==> src/hdl/rmfa_pkg.sv <==
// Shared types and codes for the recursive mutex arbiter.
package rmfa_pkg;

  typedef enum logic [1:0] {
    S_IDLE,
    S_MATCH,
    S_APPLY
  } state_t;

  localparam logic [1:0] ACT_LOCK   = 2'd0;
  localparam logic [1:0] ACT_TRY    = 2'd1;
  localparam logic [1:0] ACT_UNLOCK = 2'd2;

  localparam logic [3:0] ST_GRANTED   = 4'd0;
  localparam logic [3:0] ST_QUEUED    = 4'd1;
  localparam logic [3:0] ST_BUSY      = 4'd2;
  localparam logic [3:0] ST_FREED     = 4'd3;
  localparam logic [3:0] ST_HANDED    = 4'd4;
  localparam logic [3:0] ST_STILL     = 4'd5;
  localparam logic [3:0] ST_NOT_OWNER = 4'd6;
  localparam logic [3:0] ST_QFULL     = 4'd7;
  localparam logic [3:0] ST_DFULL     = 4'd8;

  // queue operation from the controller
  typedef struct packed {
    logic shift;  // pop head, every cell takes its right neighbor
    logic enq;    // write requester at the tail
    logic inc;    // raise depth of the first matching waiter
  } queue_cmd_t;

  // per-cell operation
  typedef struct packed {
    logic shift;
    logic load;
    logic inc;
    logic occ;
  } cell_cmd_t;

endpackage

==> src/hdl/rmfa_cell.sv <==
// One waiter slot: id, pending depth, match flag and first-match chain.
module rmfa_cell import rmfa_pkg::*; #(
  parameter int ID_BITS    = 8,
  parameter int DEPTH_BITS = 8
) (
  input  logic                  clk,
  input  logic                  rst,
  input  cell_cmd_t             cmd,
  input  logic [ID_BITS-1:0]    req_id,
  input  logic [ID_BITS-1:0]    nbr_id,
  input  logic [DEPTH_BITS-1:0] nbr_depth,
  input  logic                  seen_in,
  output logic                  seen_out,
  output logic [ID_BITS-1:0]    id,
  output logic [DEPTH_BITS-1:0] depth,
  output logic [DEPTH_BITS-1:0] sel_depth
);

  logic hit;
  logic first;

  assign first     = hit && !seen_in;
  assign seen_out  = seen_in || hit;
  assign sel_depth = first ? depth : '0;

  always_ff @(posedge clk) begin
    if (rst) begin
      hit <= 1'b0;
    end else begin
      hit <= cmd.occ && (id == req_id);
    end
  end

  always_ff @(posedge clk) begin
    if (cmd.shift) begin
      id    <= nbr_id;
      depth <= nbr_depth;
    end else if (cmd.load) begin
      id    <= req_id;
      depth <= DEPTH_BITS'(1);
    end else if (cmd.inc && first) begin
      depth <= depth + DEPTH_BITS'(1);
    end
  end

endmodule

==> src/hdl/rmfa_queue.sv <==
// Row of waiter cells forming the FIFO; head at cell 0.
module rmfa_queue import rmfa_pkg::*; #(
  parameter int QUEUE_DEPTH = 16,
  parameter int ID_BITS     = 8,
  parameter int DEPTH_BITS  = 8,
  parameter int CW          = 5
) (
  input  logic                  clk,
  input  logic                  rst,
  input  queue_cmd_t            cmd,
  input  logic [CW-1:0]         count,
  input  logic [ID_BITS-1:0]    req_id,
  output logic [ID_BITS-1:0]    head_id,
  output logic [DEPTH_BITS-1:0] head_depth,
  output logic                  any_hit,
  output logic [DEPTH_BITS-1:0] hit_depth
);

  logic [ID_BITS-1:0]    ids    [QUEUE_DEPTH+1];
  logic [DEPTH_BITS-1:0] depths [QUEUE_DEPTH+1];
  logic [DEPTH_BITS-1:0] sel    [QUEUE_DEPTH];
  logic [QUEUE_DEPTH:0]  seen;

  assign ids[QUEUE_DEPTH]    = '0;
  assign depths[QUEUE_DEPTH] = '0;
  assign seen[0]             = 1'b0;
  assign any_hit             = seen[QUEUE_DEPTH];
  assign head_id             = ids[0];
  assign head_depth          = depths[0];

  for (genvar i = 0; i < QUEUE_DEPTH; i++) begin : g_cell
    cell_cmd_t ccmd;
    assign ccmd.shift = cmd.shift;
    assign ccmd.load  = cmd.enq && (count == CW'(i));
    assign ccmd.inc   = cmd.inc;
    assign ccmd.occ   = CW'(i) < count;

    rmfa_cell #(
      .ID_BITS    (ID_BITS),
      .DEPTH_BITS (DEPTH_BITS)
    ) u_cell (
      .clk       (clk),
      .rst       (rst),
      .cmd       (ccmd),
      .req_id    (req_id),
      .nbr_id    (ids[i+1]),
      .nbr_depth (depths[i+1]),
      .seen_in   (seen[i]),
      .seen_out  (seen[i+1]),
      .id        (ids[i]),
      .depth     (depths[i]),
      .sel_depth (sel[i])
    );
  end

  // at most one cell is the first match, so an OR picks its depth
  always_comb begin
    hit_depth = '0;
    for (int i = 0; i < QUEUE_DEPTH; i++) begin
      hit_depth = hit_depth | sel[i];
    end
  end

endmodule

==> src/hdl/recursive_mutex_fifo_arbiter.sv <==
// Top level: hardware mutex with owner tracking, recursion and a FIFO of waiters.
//
// Usage:
//   Request channel: drive action and requester_id with start high; the
//   transaction is taken at a rising edge where start is high and busy low.
//   Result channel: done pulses for one cycle with status, owner_valid,
//   owner_id and hold_depth. The receiver cannot stall; a result is
//   presented once and must be captured in that cycle.
//   Config: cfg_write with cfg_data[0] sets recursive_mode; write it only
//   while the block is idle. It applies to the next transaction.
// Timing:
//   An accepted transaction passes through the match state, where each waiter
//   cell registers its id compare, and the apply state, which resolves the first
//   match along the cell chain and updates owner and queue. done is registered
//   from the apply state; busy is high during match and apply, so a new
//   transaction is accepted at the edge that ends its predecessor's result cycle.
// Reset:
//   rst (synchronous) frees the mutex, empties the queue and clears
//   recursive_mode. Waiter slots hold stale data; only occupied slots count.
module recursive_mutex_fifo_arbiter import rmfa_pkg::*; #(
  parameter int QUEUE_DEPTH = 16,
  parameter int ID_BITS     = 8,
  parameter int DEPTH_BITS  = 8
) (
  input  logic                  clk,
  input  logic                  rst,
  input  logic                  start,
  output logic                  busy,
  input  logic [1:0]            action,
  input  logic [ID_BITS-1:0]    requester_id,
  input  logic                  cfg_write,
  input  logic                  cfg_data,
  output logic                  done,
  output logic [3:0]            status,
  output logic                  owner_valid,
  output logic [ID_BITS-1:0]    owner_id,
  output logic [DEPTH_BITS-1:0] hold_depth
);

  localparam int CW = $clog2(QUEUE_DEPTH + 1);
  localparam logic [DEPTH_BITS-1:0] DEPTH_MAX = {DEPTH_BITS{1'b1}};

  state_t state, state_next;

  logic [1:0]            req_action;
  logic [ID_BITS-1:0]    req_id;
  logic                  mode;
  logic                  owner_held, owner_held_next;
  logic [ID_BITS-1:0]    owner_reg, owner_reg_next;
  logic [DEPTH_BITS-1:0] depth_reg, depth_reg_next;
  logic [CW-1:0]         count, count_next;
  logic [3:0]            st_next;
  logic                  done_next;

  queue_cmd_t            qcmd;
  logic [ID_BITS-1:0]    head_id;
  logic [DEPTH_BITS-1:0] head_depth;
  logic                  any_hit;
  logic [DEPTH_BITS-1:0] hit_depth;

  logic owner_is_req;
  logic queue_full;

  assign busy         = (state != S_IDLE);
  assign owner_is_req = owner_held && (owner_reg == req_id);
  assign queue_full   = (count == CW'(QUEUE_DEPTH));

  rmfa_queue #(
    .QUEUE_DEPTH (QUEUE_DEPTH),
    .ID_BITS     (ID_BITS),
    .DEPTH_BITS  (DEPTH_BITS),
    .CW          (CW)
  ) u_queue (
    .clk        (clk),
    .rst        (rst),
    .cmd        (qcmd),
    .count      (count),
    .req_id     (req_id),
    .head_id    (head_id),
    .head_depth (head_depth),
    .any_hit    (any_hit),
    .hit_depth  (hit_depth)
  );

  always_ff @(posedge clk) begin
    if (rst) begin
      state <= S_IDLE;
    end else begin
      state <= state_next;
    end
  end

  // request capture; stable through the match and apply cycles
  always_ff @(posedge clk) begin
    if (start && !busy) begin
      req_action <= action;
      req_id     <= requester_id;
    end
  end

  always_ff @(posedge clk) begin
    if (rst) begin
      mode       <= 1'b0;
      owner_held <= 1'b0;
      owner_reg  <= '0;
      depth_reg  <= '0;
      count      <= '0;
      done       <= 1'b0;
    end else begin
      if (cfg_write) begin
        mode <= cfg_data;
      end
      owner_held <= owner_held_next;
      owner_reg  <= owner_reg_next;
      depth_reg  <= depth_reg_next;
      count      <= count_next;
      done       <= done_next;
    end
  end

  // result fields only matter while done is high
  always_ff @(posedge clk) begin
    if (done_next) begin
      status      <= st_next;
      owner_valid <= owner_held_next;
      owner_id    <= owner_held_next ? owner_reg_next : '0;
      hold_depth  <= owner_held_next ? depth_reg_next : '0;
    end
  end

  always_comb begin
    state_next      = state;
    owner_held_next = owner_held;
    owner_reg_next  = owner_reg;
    depth_reg_next  = depth_reg;
    count_next      = count;
    st_next         = ST_BUSY;
    done_next       = 1'b0;
    qcmd            = '0;

    case (state)
      S_IDLE: begin
        if (start) begin
          state_next = S_MATCH;
        end
      end
      S_MATCH: begin
        // cells register their id compare this cycle
        state_next = S_APPLY;
      end
      S_APPLY: begin
        state_next = S_IDLE;
        done_next  = 1'b1;
        case (req_action)
          ACT_LOCK: begin
            if (!owner_held) begin
              owner_held_next = 1'b1;
              owner_reg_next  = req_id;
              depth_reg_next  = DEPTH_BITS'(1);
              st_next         = ST_GRANTED;
            end else if (mode && owner_is_req) begin
              if (depth_reg == DEPTH_MAX) begin
                st_next = ST_DFULL;
              end else begin
                depth_reg_next = depth_reg + DEPTH_BITS'(1);
                st_next        = ST_GRANTED;
              end
            end else if (mode && any_hit) begin
              // already waiting: deepen the earliest entry for this id
              if (hit_depth == DEPTH_MAX) begin
                st_next = ST_DFULL;
              end else begin
                qcmd.inc = 1'b1;
                st_next  = ST_QUEUED;
              end
            end else if (queue_full) begin
              st_next = ST_QFULL;
            end else begin
              qcmd.enq   = 1'b1;
              count_next = count + CW'(1);
              st_next    = ST_QUEUED;
            end
          end
          ACT_TRY: begin
            if (mode && owner_is_req) begin
              if (depth_reg == DEPTH_MAX) begin
                st_next = ST_DFULL;
              end else begin
                depth_reg_next = depth_reg + DEPTH_BITS'(1);
                st_next        = ST_GRANTED;
              end
            end else if (owner_held) begin
              st_next = ST_BUSY;
            end else begin
              owner_held_next = 1'b1;
              owner_reg_next  = req_id;
              depth_reg_next  = DEPTH_BITS'(1);
              st_next         = ST_GRANTED;
            end
          end
          ACT_UNLOCK: begin
            if (!owner_is_req) begin
              st_next = ST_NOT_OWNER;
            end else if (mode && (depth_reg > DEPTH_BITS'(1))) begin
              depth_reg_next = depth_reg - DEPTH_BITS'(1);
              st_next        = ST_STILL;
            end else if (count != '0) begin
              // hand over to head waiter with its pending depth
              owner_reg_next = head_id;
              depth_reg_next = head_depth;
              qcmd.shift     = 1'b1;
              count_next     = count - CW'(1);
              st_next        = ST_HANDED;
            end else begin
              owner_held_next = 1'b0;
              owner_reg_next  = '0;
              depth_reg_next  = '0;
              st_next         = ST_FREED;
            end
          end
          default: begin
            st_next = ST_BUSY;
          end
        endcase
      end
      default: begin
        state_next = S_IDLE;
      end
    endcase
  end

  // result strobe only right after the apply cycle
  a_done_after_apply: assert property (@(posedge clk) disable iff (rst)
    done |-> $past(state == S_APPLY))
    else $error("done without apply cycle");

  // accepted transaction goes straight to the match cycle
  a_accept_to_match: assert property (@(posedge clk) disable iff (rst)
    (start && !busy) |=> (state == S_MATCH))
    else $error("accepted transaction did not enter match");

  // a held mutex always has a nonzero depth
  a_held_depth: assert property (@(posedge clk) disable iff (rst)
    owner_held |-> (depth_reg != '0))
    else $error("mutex held with zero depth");

  a_count_bound: assert property (@(posedge clk) disable iff (rst)
    count <= CW'(QUEUE_DEPTH))
    else $error("waiter count beyond queue depth");

  // free mutex reports zero owner and depth
  a_free_fields: assert property (@(posedge clk) disable iff (rst)
    (done && !owner_valid) |-> (owner_id == '0 && hold_depth == '0))
    else $error("free mutex with nonzero owner fields");

endmodule
==> config.mk <==
export PLATFORM = sky130hd
export DESIGN_NAME = recursive_mutex_fifo_arbiter
export DESIGN_NICKNAME = d
export VERILOG_FILES = /design/src/hdl/rmfa_pkg.sv /design/src/hdl/rmfa_cell.sv /design/src/hdl/rmfa_queue.sv /design/src/hdl/recursive_mutex_fifo_arbiter.sv
export SDC_FILE = /design/constraint.sdc
export NUM_CORES = 1
export LEC_CHECK = 0
export BUFFER_PORTS_ARGS = -buffer_cell sky130_fd_sc_hd__buf_2
export CELL_PAD_IN_SITES_DETAIL_PLACEMENT = 0
export CELL_PAD_IN_SITES_GLOBAL_PLACEMENT = 1
export CORE_ASPECT_RATIO = 1.4
export CORE_UTILIZATION = 38
export CTS_CLUSTER_DIAMETER = 80
export DETAILED_ROUTE_END_ITERATION = 8
export GPL_TIMING_DRIVEN = 1
export PLACE_DENSITY = 0.7
export SLEW_MARGIN = 40
export SYNTH_ARGS = -nofsm -noshare
export SYNTH_HDL_FRONTEND = slang
export SYNTH_SLANG_ARGS = --single-unit
==> constraint.sdc <==
create_clock -name clk -period 4.5 [get_ports clk]
set_input_delay 0.9 -clock clk [delete_from_list [all_inputs] [get_ports clk]]
set_output_delay 0.9 -clock clk [all_outputs]
set_load 0.03 [all_outputs]
Yosys cells after proc, flatten, opt, wreduce, memory -nomap -nowiden
Index checks and enable logic that the tools add are counted.

$lt $le $gt $ge: 17. Multiply operators: 0. Muxes and demuxes: 151. Reductions and logical operators: 138. Equality and inequality tests: 47. Shifts and indexed selects: 0. Div/mod/pow operators: 0. Bitwise operators: 15. $add $sub $neg: 20.

Operator list (number): $mux W8 (106); $add A8 B1 Y8 const B (17); $eq A8 B8 Y1 (17); $or A8 B8 Y8 (15); $logic_and A1 B1 Y1 (68); $pmux W8 S3 (2); $reduce_bool A3 Y1 (15); $eq A5 B4 Y1 const B (8); $lt A4 B5 Y1 const A (8); $reduce_bool A2 Y1 (18); $mux W5 (7); $mux W4 (6); $eq A5 B3 Y1 const B (4); $lt A3 B5 Y1 const A (4); $eq A8 B8 Y1 const B (2); $logic_not A1 Y1 (16); $mux W1 (16); $ne A2 B2 Y1 const B (8); $logic_or A1 B1 Y1 (15); $mux W3 (5); $pmux W4 S3 (1); $eq A5 B2 Y1 const B (2); $lt A1 B5 Y1 const A (2); $lt A2 B5 Y1 const A (2); 17 further kinds (24).

Latch bits: 0. Bits in read-only memories: 0. Input bits: 15. Logic and storage cells: 450. Register bits after elaboration: 329. RAM bits: 0. Memories kept: 0. Output and inout port bits: 23.

Logic depth before layout (Yosys ltp)
Gate-level depths: netlist of run 1.

Depth in word-level cells: 29. Gate-level depth with buffers: 12. Gate-level depth less buffers: 10.

Modules after synthesis
From an unflattened synthesis of run 1, not the netlist that was laid out.

Cell total of the unflattened synthesis: 1799. Area, all modules: 19556.3 um2.

By module, submodules not included: rmfa_cell (area an instance 983.4 um2, cells each 84, instances 16); recursive_mutex_fifo_arbiter (area an instance 3273.1 um2, cells each 361, instances 1); rmfa_queue (area an instance 548.0 um2, cells each 94, instances 1).

Worst setup path before layout of run 1
Ideal clock, no wire load.

Path type: reg2reg. Start: register u_queue.g_cell[0].u_cell.hit. End: register u_queue.g_cell[6].u_cell.depth[0], enable pin. Setup slack: 1.031 ns. Data arrival time: 3.099 ns. Data required time: 4.130 ns. Period minus slack after synthesis: 3.469 ns. Cell stages (with the launch flop): 12. Path through: dfxtp_1 buf_6 or4_4 buf_6 or4b_1 buf_2 o2111a_1 nand3b_2 o2111ai_4 nor3_4 a21o_1 o21ai_0.

Longest elaborated chain between the ends: 27. Elaborated cells on any way between the ends: 88. Those cells by class: 1 x eq/ne; 23 x mux; 15 x bitwise; 49 x reduce/logical.

RTL lines: start: declaration (line rmfa_cell.sv:19) `logic hit;`; start signal: assignment (line rmfa_cell.sv:30) `hit <= cmd.occ && (id == req_id);`; $logic_not A1 Y1 / $logic_or A1 B1 Y1 (equally long branches) (line rmfa_cell.sv:22, rmfa_cell.sv:23); $logic_and A1 B1 Y1 (tied with other cells) (line rmfa_cell.sv:22) `assign first = hit && !seen_in;`; $mux W8 (tied with other cells) (line rmfa_cell.sv:24) `assign sel_depth = first ? depth : '0;`; $or A8 B8 Y8 (tied with other cells) (13 in a row) (line rmfa_queue.sv:60) `hit_depth = hit_depth | sel[i];`; $or A8 B8 Y8 / $mux W8 (equally long branches) (line rmfa_queue.sv:60, rmfa_cell.sv:24); $or A8 B8 Y8 (line rmfa_queue.sv:60); $eq A8 B8 Y1 (line recursive_mutex_fifo_arbiter.sv:170) `if (hit_depth == DEPTH_MAX) begin`; $mux W1 (line recursive_mutex_fifo_arbiter.sv:170); $mux W1 (line recursive_mutex_fifo_arbiter.sv:168) `end else if (mode && any_hit) begin`; $mux W2 (line recursive_mutex_fifo_arbiter.sv:161) `end else if (mode && owner_is_req) begin`; $mux W2 (line recursive_mutex_fifo_arbiter.sv:156) `if (!owner_held) begin`; $mux W2 (line recursive_mutex_fifo_arbiter.sv:154) `case (req_action)`; $mux W3 (line recursive_mutex_fifo_arbiter.sv:141) `case (state)`; $logic_and A1 B1 Y1 (line rmfa_cell.sv:41) `end else if (cmd.inc && first) begin`; $reduce_bool A3 Y1 (no source line) *; end signal: assignment (line rmfa_cell.sv:37) `depth <= nbr_depth;`; end signal: assignment (line rmfa_cell.sv:42) `depth <= depth + DEPTH_BITS'(1);`; end: declaration (line rmfa_cell.sv:15) `output logic [DEPTH_BITS-1:0] depth,`.

Mark *: on every way between the ends. The rest lies on a longest branch, timed or not. A chain may end at the register's enable or synchronous reset.

Worst setup path after layout of run 1
Start: register u_queue.g_cell[2].u_cell.hit. End: register u_queue.g_cell[2].u_cell.depth[3], enable pin.

Longest elaborated chain between the ends: 26. Elaborated cells on any way between the ends: 81. Those cells by class: 1 x eq/ne; 21 x mux; 14 x bitwise; 45 x reduce/logical.

RTL lines: start: declaration (line rmfa_cell.sv:19); start signal: assignment (line rmfa_cell.sv:30); $logic_or A1 B1 Y1 (line rmfa_cell.sv:23) `assign seen_out = seen_in || hit;`; $logic_not A1 Y1 / $logic_or A1 B1 Y1 (equally long branches) (line rmfa_cell.sv:22, rmfa_cell.sv:23); $logic_and A1 B1 Y1 (tied with other cells) (line rmfa_cell.sv:22); $mux W8 (tied with other cells) (line rmfa_cell.sv:24); $or A8 B8 Y8 (tied with other cells) (11 in a row) (line rmfa_queue.sv:60); $or A8 B8 Y8 / $mux W8 (equally long branches) (line rmfa_queue.sv:60, rmfa_cell.sv:24); $or A8 B8 Y8 (line rmfa_queue.sv:60); $eq A8 B8 Y1 (line recursive_mutex_fifo_arbiter.sv:170); $mux W1 (line recursive_mutex_fifo_arbiter.sv:170); $mux W1 (line recursive_mutex_fifo_arbiter.sv:168); $mux W2 (line recursive_mutex_fifo_arbiter.sv:161); $mux W2 (line recursive_mutex_fifo_arbiter.sv:156); $mux W2 (line recursive_mutex_fifo_arbiter.sv:154); $mux W3 (line recursive_mutex_fifo_arbiter.sv:141); $logic_and A1 B1 Y1 (line rmfa_cell.sv:41); $reduce_bool A3 Y1 (no source line) *; end signal: assignment (line rmfa_cell.sv:37); end signal: assignment (line rmfa_cell.sv:42); end: declaration (line rmfa_cell.sv:15).

Marked as above.

==> results_dict.tcl, run 1 <==
set metrics [dict create \
    status "finished with violations" \
    violations "DRC" \
    async_flop_share_pct 0 \
    synth_top_area_share_pct 44.95 \
    antenna_found_initial 2 \
    synth_area_leader_cell "edfxtp_1" \
    wl_per_cell_um 22.54 \
    hp-class "reg -> reg" \
    cpMaxStageDelayCell "or4b_1" \
    drt_iter0_markers 1169 \
    drive_above_1_share_pct 9.767 \
    crit_required_ps 4660 \
    ir_worst_vdd_uv 223.7 \
    drc 15 \
    tightest_slew_ps 900.7 \
    synth_common_cells "271 x edfxtp_1, 143 x nand2_1, 126 x a21o_1, 119 x xnor2_1, 118 x xor2_1" \
    ys_ff_latch 329 \
    drv_cap 0 \
    grt_max_degree 132 \
    gr-usage-met3_pct 2.300 \
    min_to "state[1]" \
    overflow 0 \
    port_buffers 37 \
    tritoncts "done" \
    htreeDepth 2 \
    start_util_pct 38.48 \
    syn_to_final_growth_pct 12.14 \
    grt_pass1_vias 13600 \
    cp.arrival_ps 4290 \
    hold_viol 0 \
    synthFlopType "edfxtp_1" \
    fin_worst_skew_ps 25.86 \
    startpoint_type "register" \
    timing.rr.end "u_queue.g_cell[2].u_cell.depth[3]" \
    ios 38 \
    timing.fmax_mhz 242.0 \
    fp.dieArea_sq_um 48530 \
    r2r_start "u_queue.g_cell[2].u_cell.hit" \
    gr-max-usage-layer "met2" \
    cts_hold_buf 0 \
    drt_pre_antenna_iters 9 \
    track_usage_pct 22.15 \
    synth.most_common_cell "edfxtp_1" \
    ys_types 72 \
    vias 13600 \
    whs_path_depth 1 \
    critPathCaptureType "register" \
    place_hpwl_mm 38.45 \
    synth_cells 1709 \
    slew_viol_final 0 \
    finalCriticalPeriod_ps 4132 \
    clockBufferDepth 3 \
    p_clk_share_pct 44.9 \
    wirelength_mm 53.81 \
    clk-insertion-delay-late_ps 530 \
    core_area_sq_um 47050 \
    final_area_sq_um 20300 \
    combPwrFrac_pct 4.4 \
    synth_edf_count 271 \
    dieHeight_um 260.3 \
    via_per_inst 5.695 \
    die_x_um 186.5 \
    power.density_nw_per_um2 320.8 \
    nFillCells 4499 \
    setup-violations-final 0 \
    yosysWarnings 0 \
    hp-start "state[1]" \
    p_int_mw 5.115 \
    cts_resized 0 \
    grt_pass1_wl_mm 82.55 \
    cts-root-buf "clkbuf_16" \
    crit_path_max_fanout 13 \
    switching_share_pct 21.46 \
    cts.sinks 329 \
    layout.nets 1775 \
    placed_cell_area_sq_um 19160 \
    numCtsBuffers 34 \
    p_switching_mw 1.397 \
    post_cts_buffers 0 \
    syn-num-nets 1748 \
    synth_area_sq_um 18100 \
    path_clk_slew_ps 60 \
    relSlewSlack_pct 39.40 \
    rr_worst_depth 8 \
    synth_area_leaders "edfxtp_1 45%, dfxtp_1 6.4%, xnor2_1 5.8%" \
    synth.avg_cell_area_sq_um 10.59 \
    r2r_setup_slack_ps 370 \
    p_leak_nw 7.471 \
    finalSetupTns_ps 0 \
    rows 94 \
    fin_crit_sh_pct 91.81 \
    rsz0062_at_grt "no" \
    yosysSeqAreaShare_pct 51.37 \
    grt_use_met1_pct 25.68 \
    crit_type "reg -> reg" \
    cpPeakStageDelay_ps 670 \
    worstPathCellList "or4_4 -> or4b_1 -> o2111a_1 -> a22oi_1 -> nand2_1 -> o31ai_2 -> a21o_1 -> o21ai_1" \
    antenna_left 0 \
    startpoint "u_queue.g_cell[2].u_cell.hit" \
    gp_congestion 0.8790 \
    pwr-share-seq_pct 50.6 \
    grt_use_met2_pct 40.69 \
]
kinds of logic after synthesis:
logic type               Yosys count  synth area share (%)
buffers and inverters            134                 2.896
multiplexers                       8                0.4424
XOR/XNOR                         237                 11.47
adder cells (fa/ha/maj)           24                 1.659
flip-flops                       329                 51.37
AND/OR/NAND/NOR                  520                 14.60
AO/OA/AOI/OAI                    457                 17.57
layer usage:
metal | vias up | share of wire (%)
li1 | 6368 | -
met1 | 6692 | 39
met2 | 426 | 52
met3 | 109 | 4.5
met4 | 0 | 4.6
met5 | - | 0
power groups by stage:
stage / Clock (mW) / Combinational (mW) / Sequential, mW
2_1_floorplan: 0 / 0.192 / 3.37
3_3_place_gp: 0 / 0.284 / 3.36
3_5_place_dp: 0 / 0.289 / 3.36
4_1_cts: 2.97 / 0.291 / 3.30
5_1_grt: 3.08 / 0.313 / 3.30
6_report: 2.92 / 0.290 / 3.30
worst max-delay path, delay by kind of cell, from the launching register on:
kind,cells,cell delay (ps)
compound gates,5,1930
flops,1,430
simple gates,3,1400
final cells by class:
cell class | count | area (sq um) | share of cell area (%)
flip-flops and latches | 329 | 9299 | 45.81
multi-input cells | 1246 | 8319 | 40.98
diodes | 2 | 5.005 | 0.02465
clock buffers | 48 | 954.7 | 4.703
repair buffers | 98 | 668.1 | 3.291
well taps | 624 | 780.7 | 3.846
inverters | 27 | 101.3 | 0.4992
clock inverters | 13 | 172.7 | 0.8505
layout by cell type, fill, tap and decap left out, types with 29 or more instances in the layout:
master	n
edfxtp_1	271
nand2_1	143
a21o_1	126
xnor2_1	119
xor2_1	118
o21ai_0	103
nand3_1	90
nor2_1	85
a21oi_1	82
buf_4	59
dfxtp_1	58
a22o_1	43
buf_2	37
clkbuf_16	35
and3_1	29
how the worst max path moves through the flow:
stage                                              to  slack (ps)  depth (start not counted)
global placement    u_queue.g_cell[2].u_cell.depth[7]         290                          8
global route        u_queue.g_cell[2].u_cell.depth[3]         260                          8
CTS                 u_queue.g_cell[2].u_cell.depth[3]         290                          8
floorplan           u_queue.g_cell[6].u_cell.depth[0]        1030                         11
detailed placement  u_queue.g_cell[2].u_cell.depth[3]         330                          8
finish              u_queue.g_cell[2].u_cell.depth[3]         370                          8
stage by stage:
step                      util, %  setup slack, ps  std cells  total power, mW  hold slack, ps
after floorplan                 -             1031       1709            3.561           414.4
after global placement      40.68            290.8       2324            3.648           425.1
after detailed placement    40.72            333.1       2324            3.652           440.9
after CTS                   43.12            288.2       2385            6.559           449.5
after global routing        43.14            258.2       2385            6.689           476.4
final                       43.15            368.4       2387            6.512           448.9
(Power assumes the default switching activity.)
==> run 2: changes to the inputs <==
- ABC_AREA: not set -> 1
- CELL_PAD_IN_SITES_DETAIL_PLACEMENT: 0 -> not set
- CELL_PAD_IN_SITES_GLOBAL_PLACEMENT: 1 -> not set
- PLACE_DENSITY: 0.7 -> 0.6
==> run 2 against run 1 <==
The flow now finishes without violations. Combinational power is 3% lower. Synthesized cell count is 23% higher. Final cell count is 17% higher. Power is 1.9% lower. Fmax is 3.1% higher. Die area is 1.1% higher. Setup slack better by 120 ps. Clock power is 4% lower. Register-to-register slack better by 120 ps. Global-route usage is 1.8 points higher. Critical path type unchanged. Highest routed layer unchanged.
==> results_dict.tcl, run 2 <==
set metrics [dict create \
    status "completed" \
    final_area_sq_um 20490 \
    cts_resized 0 \
    drc 0 \
    grt_max_degree 74 \
    pre_cts_ws_ps 533.2 \
    setup_slack_ps 491.0 \
    htreeDepth 2 \
    antenna_left 0 \
    drt_iter0_markers 1703 \
    hp-class "reg -> reg" \
    antenna_found_initial 0 \
    yosysWarnings 0 \
    startpoint_type "register" \
    crit_required_ps 4670 \
    syn-num-nets 2138 \
    rsz0062_at_grt "no" \
    synth_edf_count 271 \
    cts_hold_buf 0 \
    rows 94 \
    synth_area_leader_cell "edfxtp_1" \
    crit_type "reg -> reg" \
    synth.avg_cell_area_sq_um 8.718 \
    numCtsBuffers 35 \
    grt_pass1_wl_mm 90.99 \
    synth_area_leaders "edfxtp_1 44%, nand2_1 8.8%, dfxtp_1 6.3%" \
    drt_pre_antenna_iters 9 \
    r2r_setup_slack_ps 490 \
    tightest_slew_ps 831.7 \
    timing.rr.end "u_queue.g_cell[14].u_cell.depth[3]" \
    hold_viol 0 \
    track_usage_pct 23.93 \
    startpoint "u_queue.g_cell[1].u_cell.hit" \
    rr_worst_depth 17 \
    ys_ff_latch 329 \
    tritoncts "done" \
    drv_cap 0 \
    ys_types 51 \
    r2r_start "u_queue.g_cell[1].u_cell.hit" \
    wl_per_cell_um 20.97 \
    setup-violations-final 0 \
    relSlewSlack_pct 44.49 \
    start_util_pct 38.70 \
    ios 38 \
    final_cell_mix "430 x nand2_1, 271 x edfxtp_1, 252 x inv_1" \
    vias 15880 \
    synth_top_area_share_pct 44.47 \
    fin_worst_skew_ps 18.30 \
    via_per_inst 5.676 \
    place_hpwl_mm 42.72 \
    fp.dieArea_sq_um 49050 \
    final_common_cell "nand2_1" \
    wirelength_mm 58.69 \
    syn_to_final_growth_pct 11.98 \
    finalSetupTns_ps 0 \
    gp_congestion 0.9582 \
    post_cts_buffers 0 \
    power.density_nw_per_um2 311.8 \
    grt_pass1_vias 15900 \
    clockBufferDepth 3 \
    p_leak_nw 7.983 \
    synth_common_cells "430 x nand2_1, 271 x edfxtp_1, 253 x inv_1, 195 x nor2_1, 136 x o21ai_0" \
    layout.nets 2188 \
    cts-root-buf "clkbuf_16" \
    n_antenna_cell 0 \
    critPathCaptureType "register" \
    core_area_sq_um 47280 \
    cp.arrival_ps 4180 \
    utilization_pct 43.34 \
    yosysSeqAreaShare_pct 50.82 \
    clk-insertion-delay-late_ps 540 \
    synth_cells 2099 \
    finalCriticalPeriod_ps 4009 \
    async_flop_share_pct 0 \
    placed_cell_area_sq_um 19420 \
    drive_above_1_share_pct 9.016 \
    final_cells 2798 \
    slew_viol_final 0 \
    placed_cells 2736 \
    timing.fmax_mhz 249.4 \
    synth.most_common_cell "nand2_1" \
    die_x_um 187.5 \
    crit_path_max_fanout 16 \
    critical_path.endpoint "u_queue.g_cell[14].u_cell.depth[3]" \
    synth_area_sq_um 18300 \
    dieHeight_um 261.6 \
    synthFlopType "edfxtp_1" \
    ir_worst_vdd_uv 244.0 \
    port_buffers 37 \
    fin_crit_sh_pct 89.09 \
    overflow 0 \
    cts.sinks 329 \
    path_clk_slew_ps 60 \
]
## run 2: cell count changes after synthesis, sizes merged, moves of 23 or more
cell,previous run,this run
inv,25,265
nand2,143,439
a21o,126,1
o22ai,2,92
xor2,118,95
a21oi,83,35
nand3,90,136
a221oi,1,32
and3,29,0
clkbuf,83,59
o21ai,114,147
nor2,87,200
xnor2,119,38
a22o,43,1
## run 2: cells by family (layout without fill, tap and decap cells)
group	after synthesis	after routing	synth area share [%]
AOI/OAI and AO/OA	384	384	13.22
xor gates and xnor gates	133	133	6.366
adders and majority gates	24	24	1.641
buffers and inverters	359	434	7.508
DFF	329	329	50.82
and+or+nand+nor	870	870	20.45
## run 2: area by class of cell
type,count,area [sq um]
fill,4702,26790
sequential,329,9299
multi-input combinational,1411,7631
inverter,271,1020
clock buffer,47,973.4
tap,624,780.7
timing repair buffer,101,690.7
clock inverter,15,96.34
## run 2: worst min path at each step
stage,start,end,slack (ps),cells past startpoint
global route,state[1],state[1],450,1
detailed placement,state[1],state[1],420,1
global placement,state[1],state[1],400,1
CTS,state[1],state[1],430,1
finish,state[1],state[1],430,1
floorplan,state[1],state[1],400,1
## run 2: worst max-delay path, cell delays in order, from the launching register on
cell	delay, ps
dfxtp_1	430
nor2_4	350
nand4_2	200
nor3_2	180
nand4_1	170
nor2_1	260
nand3_2	160
nor3_2	430
nand2_1	100
nand3_1	130
nand2_1	70
nor2_1	100
nand2_1	90
nand2_1	70
buf_4	240
inv_1	230
nand2_1	140
nand3_1	310
## run 2: metrics by stage
stage / hold slack [ps] / power, mW
finish: 425.6 / 6.389
global route: 450.5 / 6.558
detailed placement: 417.6 / 3.641
floorplan: 398.2 / 3.529
global placement: 405.0 / 3.639
CTS: 426.2 / 6.425
## run 2: where the power goes
| group | total [mW] | switching (mW) | internal (mW) |
|---|---|---|---|
| sequential | 3.30 | 0.0133 | 3.29 |
| clock | 2.81 | 1.23 | 1.58 |
| combinational | 0.282 | 0.200 | 0.0812 |
| total | 6.39 | 1.44 | 4.95 |
## run 2: per-layer routing
metal | global-route usage [%] | share of wire, %
met5 | 0 | 0
met4 | 15.65 | 6.4
met3 | 2.738 | 6.0
met2 | 44.30 | 52
met1 | 25.91 | 36
